File: src/utlc_pkg.sv
// ============================================================================
// utlc_pkg
// Shared constants, reciprocal multipliers and types for the Unix time to
// local calendar converter.
// ============================================================================
`default_nettype none

package utlc_pkg;

  // Pipeline depth, from the input register to the output register.
  localparam int NUM_STAGES = 11;

  // All constant divisions use a ceiling reciprocal scaled by 2^RECIP_SHIFT.
  // For dividends and divisors below 2^18 (and the day split's 26-bit
  // dividend against 675) the truncated product equals the exact quotient.
  localparam int RECIP_SHIFT = 36;

  localparam logic [63:0] RECIP_675   = ((64'd1 << RECIP_SHIFT) + 64'd674) / 64'd675;
  localparam logic [63:0] RECIP_1460  = ((64'd1 << RECIP_SHIFT) + 64'd1459) / 64'd1460;
  localparam logic [63:0] RECIP_36524 = ((64'd1 << RECIP_SHIFT) + 64'd36523) / 64'd36524;
  localparam logic [63:0] RECIP_365   = ((64'd1 << RECIP_SHIFT) + 64'd364) / 64'd365;
  localparam logic [63:0] RECIP_100   = ((64'd1 << RECIP_SHIFT) + 64'd99) / 64'd100;
  localparam logic [63:0] RECIP_153   = ((64'd1 << RECIP_SHIFT) + 64'd152) / 64'd153;
  localparam logic [63:0] RECIP_3600  = ((64'd1 << RECIP_SHIFT) + 64'd3599) / 64'd3600;
  localparam logic [63:0] RECIP_60    = ((64'd1 << RECIP_SHIFT) + 64'd59) / 64'd60;

  localparam int RECIP_675_W   = $clog2(RECIP_675 + 64'd1);
  localparam int RECIP_1460_W  = $clog2(RECIP_1460 + 64'd1);
  localparam int RECIP_36524_W = $clog2(RECIP_36524 + 64'd1);
  localparam int RECIP_365_W   = $clog2(RECIP_365 + 64'd1);
  localparam int RECIP_100_W   = $clog2(RECIP_100 + 64'd1);
  localparam int RECIP_153_W   = $clog2(RECIP_153 + 64'd1);
  localparam int RECIP_3600_W  = $clog2(RECIP_3600 + 64'd1);
  localparam int RECIP_60_W    = $clog2(RECIP_60 + 64'd1);

  // Local offset register reset value: UTC minus four hours.
  localparam logic signed [16:0] OFFSET_RESET = -17'sd14400;

  // One day of bias keeps the local second count positive; the day count
  // that comes out is then one above the floor-divided day number.
  localparam logic [32:0] DAY_BIAS = 33'd86400;

  // Shift from 1970-01-01 to 0000-03-01, less the one day of bias above.
  localparam logic [19:0] MARCH0_BIAS = 20'd719467;

  localparam int          DAYS_PER_ERA = 146097;
  localparam logic [19:0] ERA4_BASE    = 20'(4 * DAYS_PER_ERA);
  localparam logic [19:0] ERA5_BASE    = 20'(5 * DAYS_PER_ERA);
  localparam logic [17:0] LAST_DOE     = 18'd146096;

  localparam logic [10:0] ERA4_YEAR = 11'd1600;
  localparam logic [10:0] ERA5_YEAR = 11'd2000;

  // Result beat, first field in the highest bits.
  typedef struct packed {
    logic [5:0]  second;
    logic [5:0]  minute;
    logic [4:0]  hour;
    logic [4:0]  day;
    logic [3:0]  month;
    logic [11:0] year;
  } cal_result_t;

  // First day of a March-based month within the year: (153 * mp + 2) / 5.
  function automatic logic [8:0] month_start(input logic [3:0] mp);
    logic [8:0] start;
    unique case (mp)
      4'd0:    start = 9'd0;
      4'd1:    start = 9'd31;
      4'd2:    start = 9'd61;
      4'd3:    start = 9'd92;
      4'd4:    start = 9'd122;
      4'd5:    start = 9'd153;
      4'd6:    start = 9'd184;
      4'd7:    start = 9'd214;
      4'd8:    start = 9'd245;
      4'd9:    start = 9'd275;
      4'd10:   start = 9'd306;
      4'd11:   start = 9'd337;
      default: start = 9'd0;
    endcase
    return start;
  endfunction

endpackage

`default_nettype wire

File: src/unix_time_to_local_calendar.sv
// ============================================================================
// unix_time_to_local_calendar
// Unix time to local proleptic Gregorian date and time of day.
// ============================================================================
// Each input beat carries an unsigned 32-bit Unix time; the block adds the
// signed local offset register (reset: UTC minus four hours) and returns one
// beat with year, month, day, hour, minute and second. The pipeline has 11
// register stages and takes a new beat every cycle unless back-pressure from
// the output stalls it, so throughput is one beat per cycle; the depth comes
// from the chain of constant divisions (by 86400, 1460, 36524, 365, 100,
// 153, 3600 and 60), each done as a reciprocal multiply. A stage takes a new
// beat whenever it is empty or the next stage moves, so bubbles close up under
// back-pressure. The configuration channel is always ready; write it only
// while no beats are in flight.
// ============================================================================
`default_nettype none

module unix_time_to_local_calendar (
  input  wire logic        clk,
  input  wire logic        rst,

  input  wire logic        s_axis_tvalid,
  output logic             s_axis_tready,
  input  wire logic [31:0] s_axis_tdata,   // [31:0] unix_seconds

  output logic             m_axis_tvalid,
  input  wire logic        m_axis_tready,
  output logic      [39:0] m_axis_tdata,   // [11:0] year, [15:12] month,
                                           // [20:16] day, [25:21] hour,
                                           // [31:26] minute, [37:32] second,
                                           // [39:38] zero

  input  wire logic        cfg_valid,
  output logic             cfg_ready,
  input  wire logic [16:0] cfg_data        // [16:0] local_offset_seconds
);

  localparam int N = utlc_pkg::NUM_STAGES;

  logic signed [16:0]    offset;
  logic [N-1:0]          vld;
  logic [N-1:0]          en;
  logic [15:0]           days_biased;
  logic [16:0]           sod;
  utlc_pkg::cal_result_t result;

  // Offset register.
  assign cfg_ready = 1'b1;

  always_ff @(posedge clk) begin
    if (rst) begin
      offset <= utlc_pkg::OFFSET_RESET;
    end else if (cfg_valid) begin
      offset <= cfg_data;
    end
  end

  // Stage load enables: a stage loads when it is empty or its beat moves on.
  assign en[N-1] = !vld[N-1] || m_axis_tready;
  for (genvar i = 0; i < N - 1; i++) begin : g_en
    assign en[i] = !vld[i] || en[i+1];
  end

  // Valid bits travel with the data.
  always_ff @(posedge clk) begin
    if (rst) begin
      vld <= '0;
    end else begin
      for (int i = 0; i < N; i++) begin
        if (en[i]) begin
          vld[i] <= (i == 0) ? s_axis_tvalid : vld[(i == 0) ? 0 : i - 1];
        end
      end
    end
  end

  assign s_axis_tready = en[0];
  assign m_axis_tvalid = vld[N-1];

  // Offset add and day split, stages 0 to 2.
  utlc_day_split u_day_split (
    .clk          (clk),
    .en           (en[2:0]),
    .unix_seconds (s_axis_tdata),
    .offset       (offset),
    .days_biased  (days_biased),
    .sod          (sod)
  );

  // Date from day count, stages 3 to 10.
  utlc_civil_date u_civil_date (
    .clk         (clk),
    .en          (en[10:3]),
    .days_biased (days_biased),
    .year        (result.year),
    .month       (result.month),
    .day         (result.day)
  );

  // Time of day, stages 3 to 10.
  utlc_clock_split u_clock_split (
    .clk    (clk),
    .en     (en[10:3]),
    .sod    (sod),
    .hour   (result.hour),
    .minute (result.minute),
    .second (result.second)
  );

  assign m_axis_tdata = {2'b00, result};

  // A ready sink must never back up to the input side.
  a_ready_through: assert property (@(posedge clk) disable iff (rst)
    m_axis_tready |-> s_axis_tready)
    else $error("input stalled while the output sink is ready");

  // An accepted beat occupies the first stage.
  a_enter: assert property (@(posedge clk) disable iff (rst)
    s_axis_tvalid && s_axis_tready |=> vld[0])
    else $error("accepted beat lost at the first stage");

  a_month: assert property (@(posedge clk) disable iff (rst)
    m_axis_tvalid |-> result.month >= 4'd1 && result.month <= 4'd12)
    else $error("month out of range");

  a_day_hour: assert property (@(posedge clk) disable iff (rst)
    m_axis_tvalid |-> result.day >= 5'd1 && result.hour <= 5'd23)
    else $error("day or hour out of range");

  a_min_sec: assert property (@(posedge clk) disable iff (rst)
    m_axis_tvalid |-> result.minute <= 6'd59 && result.second <= 6'd59)
    else $error("minute or second out of range");

endmodule

`default_nettype wire

File: src/utlc_day_split.sv
// ============================================================================
// utlc_day_split
// Adds the local offset and splits local seconds into a biased day count and
// seconds of day, over three pipeline stages.
// ============================================================================
`default_nettype none

module utlc_day_split (
  input  wire logic               clk,
  input  wire logic [2:0]         en,
  input  wire logic [31:0]        unix_seconds,
  input  wire logic signed [16:0] offset,
  output logic      [15:0]        days_biased,
  output logic      [16:0]        sod
);

  localparam int PROD_W = 26 + utlc_pkg::RECIP_675_W;

  logic [32:0]       local_sec;
  logic [PROD_W-1:0] quot_prod;
  logic [25:0]       hi_part;
  logic [6:0]        lo_part;

  logic [15:0] quot;
  logic [25:0] quot_x675;
  logic [25:0] rem_hi;

  // Stage 0: local seconds plus one day of bias, always positive.
  always_ff @(posedge clk) begin
    if (en[0]) begin
      local_sec <= {1'b0, unix_seconds} + {{16{offset[16]}}, offset} + utlc_pkg::DAY_BIAS;
    end
  end

  // Stage 1: 86400 = 128 * 675; divide the upper part by 675 with a reciprocal.
  always_ff @(posedge clk) begin
    if (en[1]) begin
      quot_prod <= local_sec[32:7] * utlc_pkg::RECIP_675[utlc_pkg::RECIP_675_W-1:0];
      hi_part   <= local_sec[32:7];
      lo_part   <= local_sec[6:0];
    end
  end

  // Stage 2: quotient is the day count, remainder rebuilds seconds of day.
  assign quot      = quot_prod[utlc_pkg::RECIP_SHIFT +: 16];
  assign quot_x675 = {10'd0, quot} * 26'd675;
  assign rem_hi    = hi_part - quot_x675;

  always_ff @(posedge clk) begin
    if (en[2]) begin
      days_biased <= quot;
      sod         <= {rem_hi[9:0], lo_part};
    end
  end

endmodule

`default_nettype wire

File: src/utlc_civil_date.sv
// ============================================================================
// utlc_civil_date
// Converts a biased day count into year, month and day by the 400-year era
// method, over eight pipeline stages.
// ============================================================================
`default_nettype none

module utlc_civil_date (
  input  wire logic        clk,
  input  wire logic [7:0]  en,
  input  wire logic [15:0] days_biased,
  output logic      [11:0] year,
  output logic      [3:0]  month,
  output logic      [4:0]  day
);

  localparam int P1460_W  = 18 + utlc_pkg::RECIP_1460_W;
  localparam int P36524_W = 18 + utlc_pkg::RECIP_36524_W;
  localparam int P365_W   = 18 + utlc_pkg::RECIP_365_W;
  localparam int P100_W   = 9 + utlc_pkg::RECIP_100_W;
  localparam int P153_W   = 11 + utlc_pkg::RECIP_153_W;

  // Stage 3 signals.
  logic [19:0] z;
  logic        z_era5;
  logic [19:0] z_doe;
  logic [17:0] doe3;
  logic        era3;

  // Stage 4 signals.
  logic [P1460_W-1:0]  p1460;
  logic [P36524_W-1:0] p36524;
  logic [7:0]          n1460;
  logic [2:0]          n36524;
  logic                last4;
  logic [17:0]         doe4;
  logic                era4;

  // Stage 5 signals.
  logic [17:0] ynum5;
  logic [17:0] doe5;
  logic        era5;

  // Stage 6 signals.
  logic [P365_W-1:0] p365;
  logic [8:0]        yoe6;
  logic [17:0]       doe6;
  logic              era6;

  // Stage 7 signals.
  logic [P100_W-1:0] p100;
  logic [17:0]       t1_7;
  logic [1:0]        c100_7;
  logic [8:0]        yoe7;
  logic [17:0]       doe7;
  logic              era7;

  // Stage 8 signals.
  logic [17:0] doy_full;
  logic [8:0]  doy8;
  logic [8:0]  yoe8;
  logic        era8;

  // Stage 9 signals.
  logic [10:0]       num153;
  logic [P153_W-1:0] p153;
  logic [3:0]        mp9;
  logic [8:0]        doy9;
  logic [8:0]        yoe9;
  logic              era9;

  // Stage 10 signals.
  logic [3:0]  mon;
  logic [8:0]  dom;
  logic [11:0] yr;

  // Stage 3: shift to a March-based day number and pick the era.
  assign z      = {4'd0, days_biased} + utlc_pkg::MARCH0_BIAS;
  assign z_era5 = (z >= utlc_pkg::ERA5_BASE);
  assign z_doe  = z_era5 ? (z - utlc_pkg::ERA5_BASE) : (z - utlc_pkg::ERA4_BASE);

  always_ff @(posedge clk) begin
    if (en[0]) begin
      doe3 <= z_doe[17:0];
      era3 <= z_era5;
    end
  end

  // Stage 4: leap-cycle corrections of the day of era.
  assign p1460  = doe3 * utlc_pkg::RECIP_1460[utlc_pkg::RECIP_1460_W-1:0];
  assign p36524 = doe3 * utlc_pkg::RECIP_36524[utlc_pkg::RECIP_36524_W-1:0];

  always_ff @(posedge clk) begin
    if (en[1]) begin
      n1460  <= p1460[utlc_pkg::RECIP_SHIFT +: 8];
      n36524 <= p36524[utlc_pkg::RECIP_SHIFT +: 3];
      last4  <= (doe3 == utlc_pkg::LAST_DOE);
      doe4   <= doe3;
      era4   <= era3;
    end
  end

  // Stage 5: day of era with leap days removed.
  always_ff @(posedge clk) begin
    if (en[2]) begin
      ynum5 <= doe4 - {10'd0, n1460} + {15'd0, n36524} - {17'd0, last4};
      doe5  <= doe4;
      era5  <= era4;
    end
  end

  // Stage 6: year of era.
  assign p365 = ynum5 * utlc_pkg::RECIP_365[utlc_pkg::RECIP_365_W-1:0];

  always_ff @(posedge clk) begin
    if (en[3]) begin
      yoe6 <= p365[utlc_pkg::RECIP_SHIFT +: 9];
      doe6 <= doe5;
      era6 <= era5;
    end
  end

  // Stage 7: days before this year within the era, in two parts.
  assign p100 = yoe6 * utlc_pkg::RECIP_100[utlc_pkg::RECIP_100_W-1:0];

  always_ff @(posedge clk) begin
    if (en[4]) begin
      t1_7   <= ({9'd0, yoe6} * 18'd365) + {11'd0, yoe6[8:2]};
      c100_7 <= p100[utlc_pkg::RECIP_SHIFT +: 2];
      yoe7   <= yoe6;
      doe7   <= doe6;
      era7   <= era6;
    end
  end

  // Stage 8: day of the March-based year.
  assign doy_full = doe7 - t1_7 + {16'd0, c100_7};

  always_ff @(posedge clk) begin
    if (en[5]) begin
      doy8 <= doy_full[8:0];
      yoe8 <= yoe7;
      era8 <= era7;
    end
  end

  // Stage 9: March-based month index.
  assign num153 = {doy8, 2'b00} + {2'b00, doy8} + 11'd2;
  assign p153   = num153 * utlc_pkg::RECIP_153[utlc_pkg::RECIP_153_W-1:0];

  always_ff @(posedge clk) begin
    if (en[6]) begin
      mp9  <= p153[utlc_pkg::RECIP_SHIFT +: 4];
      doy9 <= doy8;
      yoe9 <= yoe8;
      era9 <= era8;
    end
  end

  // Stage 10: calendar month, day of month and year; January and February
  // belong to the following calendar year.
  assign mon = (mp9 < 4'd10) ? (mp9 + 4'd3) : (mp9 - 4'd9);
  assign dom = doy9 - utlc_pkg::month_start(mp9) + 9'd1;
  assign yr  = {3'd0, yoe9}
             + {1'b0, (era9 ? utlc_pkg::ERA5_YEAR : utlc_pkg::ERA4_YEAR)}
             + {11'd0, (mon <= 4'd2)};

  always_ff @(posedge clk) begin
    if (en[7]) begin
      month <= mon;
      day   <= dom[4:0];
      year  <= yr;
    end
  end

endmodule

`default_nettype wire

File: src/utlc_clock_split.sv
// ============================================================================
// utlc_clock_split
// Splits seconds of day into hour, minute and second, delayed to line up with
// the date pipeline.
// ============================================================================
`default_nettype none

module utlc_clock_split (
  input  wire logic        clk,
  input  wire logic [7:0]  en,
  input  wire logic [16:0] sod,
  output logic      [4:0]  hour,
  output logic      [5:0]  minute,
  output logic      [5:0]  second
);

  localparam int P3600_W = 17 + utlc_pkg::RECIP_3600_W;
  localparam int P60_W   = 12 + utlc_pkg::RECIP_60_W;
  localparam int DELAY   = 4;

  logic [P3600_W-1:0] p3600;
  logic [4:0]         hour3;
  logic [16:0]        sod3;

  logic [16:0] h3600;
  logic [16:0] rem_full;
  logic [4:0]  hour4;
  logic [11:0] rem4;

  logic [P60_W-1:0] p60;
  logic [4:0]       hour5;
  logic [5:0]       min5;
  logic [11:0]      rem5;

  logic [11:0] m60;
  logic [11:0] sec_full;
  logic [16:0] hms6;

  logic [16:0] hms_dly [DELAY];

  // Stage 3: hour.
  assign p3600 = sod * utlc_pkg::RECIP_3600[utlc_pkg::RECIP_3600_W-1:0];

  always_ff @(posedge clk) begin
    if (en[0]) begin
      hour3 <= p3600[utlc_pkg::RECIP_SHIFT +: 5];
      sod3  <= sod;
    end
  end

  // Stage 4: seconds within the hour.
  assign h3600    = {12'd0, hour3} * 17'd3600;
  assign rem_full = sod3 - h3600;

  always_ff @(posedge clk) begin
    if (en[1]) begin
      hour4 <= hour3;
      rem4  <= rem_full[11:0];
    end
  end

  // Stage 5: minute.
  assign p60 = rem4 * utlc_pkg::RECIP_60[utlc_pkg::RECIP_60_W-1:0];

  always_ff @(posedge clk) begin
    if (en[2]) begin
      hour5 <= hour4;
      min5  <= p60[utlc_pkg::RECIP_SHIFT +: 6];
      rem5  <= rem4;
    end
  end

  // Stage 6: second.
  assign m60      = {6'd0, min5} * 12'd60;
  assign sec_full = rem5 - m60;

  always_ff @(posedge clk) begin
    if (en[3]) begin
      hms6 <= {hour5, min5, sec_full[5:0]};
    end
  end

  // Stages 7 to 10: delay line matching the date pipeline.
  for (genvar k = 0; k < DELAY; k++) begin : g_dly
    always_ff @(posedge clk) begin
      if (en[4 + k]) begin
        hms_dly[k] <= (k == 0) ? hms6 : hms_dly[(k == 0) ? 0 : k - 1];
      end
    end
  end

  assign hour   = hms_dly[DELAY-1][16:12];
  assign minute = hms_dly[DELAY-1][11:6];
  assign second = hms_dly[DELAY-1][5:0];

endmodule

`default_nettype wire
File: config.mk
export PLATFORM = sky130hd
export DESIGN_NAME = unix_time_to_local_calendar
export DESIGN_NICKNAME = d
export VERILOG_FILES = /design/src/utlc_pkg.sv /design/src/unix_time_to_local_calendar.sv /design/src/utlc_day_split.sv /design/src/utlc_civil_date.sv /design/src/utlc_clock_split.sv
export SDC_FILE = /design/constraint.sdc
export NUM_CORES = 2
export LEC_CHECK = 0
export BUFFER_PORTS_ARGS = -buffer_cell sky130_fd_sc_hd__buf_2
export CAP_MARGIN = 25
export CORE_AREA = 2 2 363 365
export DETAILED_ROUTE_END_ITERATION = 10
export DIE_AREA = 0 0 365 367
export GPL_TIMING_DRIVEN = 1
export PLACE_DENSITY_LB_ADDON = 0.3
export SYNTH_ARGS = -nofsm -noshare
export SYNTH_HDL_FRONTEND = slang
export SYNTH_SLANG_ARGS = --single-unit
File: constraint.sdc
create_clock -name clk -period 11.4 [get_ports clk]
set_input_delay 2.85 -clock clk [delete_from_list [all_inputs] [get_ports clk]]
set_output_delay 2.85 -clock clk [all_outputs]
set_load 0.05 [all_outputs]
==> impl_summary.txt <==
----------------------------------------------------
[CTS]
  Clock sink total ... 454
  Cts repair resizes ... 0
  Setup Buffers After CTS ... 0
  CTS tree ... yes
  Count of hold-fix buffers inserted at cts ... 0
  Reg clk slew, reported paths ... 0.06 ns
  Worst-skew pair later-pin latency ... 0.65 ns
  Root buffer cell ... clkbuf_16
  CTS Buf Count ... 50
  H-tree depth ... 2
  Max Buffers Root-to-Sink ... 3

[Global routing]
  First-pass GRT wire length ... 212 mm
  Overall routing resource usage ... between 20% and 30%
  Total grt overflow ... 0
  Met2 usage in global routing ... 34.6%
  Number of antenna violations at the first check in global routing ... 1
  Grt met3 use ... 2.16%
  Most Crowded Layer GR ... met2
  Number of global-route vias before repair ... 40.5k
  Largest net degree at the start of global routing ... 51
  Met1 track utilization from global routing ... between 20% and 30%

[Synthesis]
  Syn Area/Cell ... 11.5 um2
  Count of flip-flops with a built-in enable after synthesis ... ~420
  YS warnings ... 0
  Post-synth cell types ... 96
  Post-Synthesis Cell Area ... 61900 um2
  Post-synthesis sequential element count ... between 400 and 500
  Most instantiated flip-flop cell in the synthesis netlist ... edfxtp_1
  Async set or reset register ratio after synthesis ... 0%
  Share of the yosys chip area belonging to registers ... roughly 21%
  Mapped Cells ... 5397

[Final layout]
  Fraction of final layout cells sized beyond drive strength 1 ... 4.70%
  Core occupancy in the finished layout ... around half
  Fin area ... 66500 um2
  Area Growth Syn to Fin ... 7.39%
  Count of filler cells inserted in the layout ... 11.7k
  Nets@finish ... slightly below 8k
  Footprint of the multi-input gates ... ~43000 um2
  Seq. cell area ... 13300 um2

[Timing]
  Final-report hold violation count ... 0
  Final count of negative-setup-slack endpoints ... 0
  Pin slew with the least headroom to its limit ... 1.02 ns
  Worst-case hold slack ... 0.376 ns
  Final worst path period need ... 8.48 ns
  Max-slew headroom at the worst pin ... between 30% and 40%
  RSZ-0062 raised after global routing ... no
  Final worst clock skew ... a little under 0.05 ns
  Final-layout setup total negative slack ... 0 ns
  Max-slew violations ... 0
  Final period utilization ... 74.4%
  Achievable frequency ... 118 MHz

[Detailed routing]
  Final wirelength ... 127 mm
  Number of vias in the routed layout ... 36.8k
  First-pass DRT Iterations ... 8
  Detailed-route wire length per cell ... between 15 and 20 um
  Via-to-Cell Ratio ... 5.00
  DRC violation count after routing ... 0
  Remaining antenna violation count after routing ... 0
  Iteration-0 DRC count of the detailed router ... approximately 1.5k

[Placement]
  Final weighted congestion of routability-driven global placement ... 0.964
  Count of buffers from port buffering ... 93
  Estimated wirelength of the detail-placed design ... 110 mm
  Placed cell area ... between 60000 and 70000 um2

[Floorplan]
  Area of the core region ... 130000 um2
  Vertical die dimension ... 367 um
  Die Wd ... 365 um
  Overall die area ... 134000 um2
  Number of cell rows ... about 130
  Effective utilization at floorplan ... 47.5%
  Top-Level Pins ... slightly below 100

[Worst setup path]
  Largest driver fanout on the critical path ... 50
  Crit path kind ... in -> out
  Critical path launch point type ... input pin
  Worst-case reg-to-reg path depth ... 30
  Required arrival time at the worst endpoint ... 8.55 ns
  Crit path capture type ... output port
  Arrival time worst endpoint ... 5.63 ns

[Flow run]
  Maximum capacitance violations ... 0

[Hold path]
  HP Class ... reg -> reg
  Cell count of the worst hold path ... 0

[Status]
  Run status ... finished clean

----------------------------------------------------
critical path, cell delays in order:
cell	delay (ns)
buf_2	0.09
nor2b_1	0.27
and2_1	0.34
and3_1	0.34
nand4_1	0.12
buf_4	0.33
nor2_1	0.47
nand4_1	0.16
buf_4	0.29
buf_2	0.29
Yosys cell counts, drive strengths merged (12+ instances only):
| cell type | number | area, um2 |
|---|---|---|
| a21boi | 12 | 90.1 |
| xnor2 | 166 | 1530 |
| ha | 1360 | 17000 |
| nand2b | 29 | 181 |
| inv | 1473 | 5530 |
| and3 | 13 | 81.3 |
| fa | 901 | 18000 |
| nand3 | 36 | 180 |
| nand2 | 78 | 298 |
| o21ai | 100 | 531 |
| and2 | 14 | 87.6 |
| mux2i | 21 | 223 |
| nor2 | 111 | 419 |
| a211oi | 14 | 115 |
| o21bai | 24 | 180 |
| or2 | 21 | 134 |
| a31oi | 13 | 81.3 |
| nor3 | 24 | 120 |
| dfxtp | 33 | 661 |
| nor2b | 31 | 204 |
| a21o | 104 | 781 |
| a21oi | 154 | 786 |
| xor2 | 54 | 480 |
| nand4 | 31 | 194 |
| edfxtp | 421 | 12600 |
| o21a | 20 | 158 |
| o211ai | 18 | 135 |
flip-flops by register name (all words and copies together) (netlist names), 10 cells and up, named ones only:
signal,count
u_day_split.local_sec,33
u_clock_split.sod3,12
u_civil_date.doe4,18
vld,11
u_day_split.sod,17
u_clock_split.hms6,17
u_civil_date.doe3,18
u_clock_split.hms_dly,68
u_day_split.hi_part,10
u_civil_date.year,12
u_clock_split.rem4,12
offset,17
u_day_split.days_biased,16
u_day_split.quot_prod,16
u_civil_date.ynum5,18
placed cells by master, fill, tap and decap left out, types with 29 or more instances in the layout:
master / n
inv_1: 1471
nand3_1: 34
nor2_1: 110
nand2b_1: 29
xor2_1: 53
nand4_1: 31
o21ai_0: 91
a21oi_1: 150
nor2b_1: 29
edfxtp_1: 421
ha_1: 1360
clkbuf_16: 50
xnor2_1: 159
buf_2: 93
dfxtp_1: 33
nand2_1: 75
a21o_1: 104
fa_1: 901
path summary, 6_finish.rpt:
kind                         from                end  slack (ns)
max                 m_axis_tready      s_axis_tready        2.92
min             u_civil_date.era8  u_civil_date.era9        0.38
max reg2reg  u_civil_date.doy8[0]           register        3.00
min reg2reg     u_civil_date.era8  u_civil_date.era9        0.38
kinds of logic (layout without fill, tap and decap cells):
| group | count (synthesis) | in the layout | synth area share, % |
|---|---|---|---|
| multiplexers | 22 | 22 | 0.378 |
| AND/OR/NAND/NOR | 424 | 424 | 3.52 |
| flip-flops | 454 | 454 | 21.5 |
| XOR/XNOR | 220 | 220 | 3.25 |
| other | 2 | 4 | 0.0121 |
| adder cells (fa/ha/maj) | 2261 | 2261 | 56.6 |
| AO/OA/AOI/OAI | 527 | 527 | 5.70 |
| buffers and inverters | 1487 | 1681 | 9.05 |
per-layer routing:
| layer | vias to the layer above | wire (um) | part of all wire, % |
|---|---|---|---|
| li1 | 17800 | - | - |
| met1 | 18300 | 57400 | 45 |
| met2 | 557 | 62400 | 49 |
| met3 | 157 | 4510 | 3.5 |
| met5 | - | 0 | 0 |
| met4 | 0 | 2840 | 2.2 |
stage by stage:
stage,setup WS (ns),instances
2_1_floorplan,1.17,5398
3_3_place_gp,2.97,7253
3_5_place_dp,2.88,7253
4_1_cts,2.86,7346
5_1_grt,2.46,7347
6_report,2.92,7348
layout make-up:
cell class | count | area share (%)
Clock buffer | 57 | 1.95
Antenna cell | 1 | 0.00376
Timing Repair Buffer | 114 | 0.967
Inverter | 1474 | 8.32
Tap cell | 1755 | 3.30
Clock inverter | 36 | 0.734
Multi-Input combinational cell | 3457 | 64.7
Sequential cell | 454 | 20.0
Power is left out: the tool's default activity adds up to more than one toggle a clock period on the data nets, which glitch-free logic cannot reach.
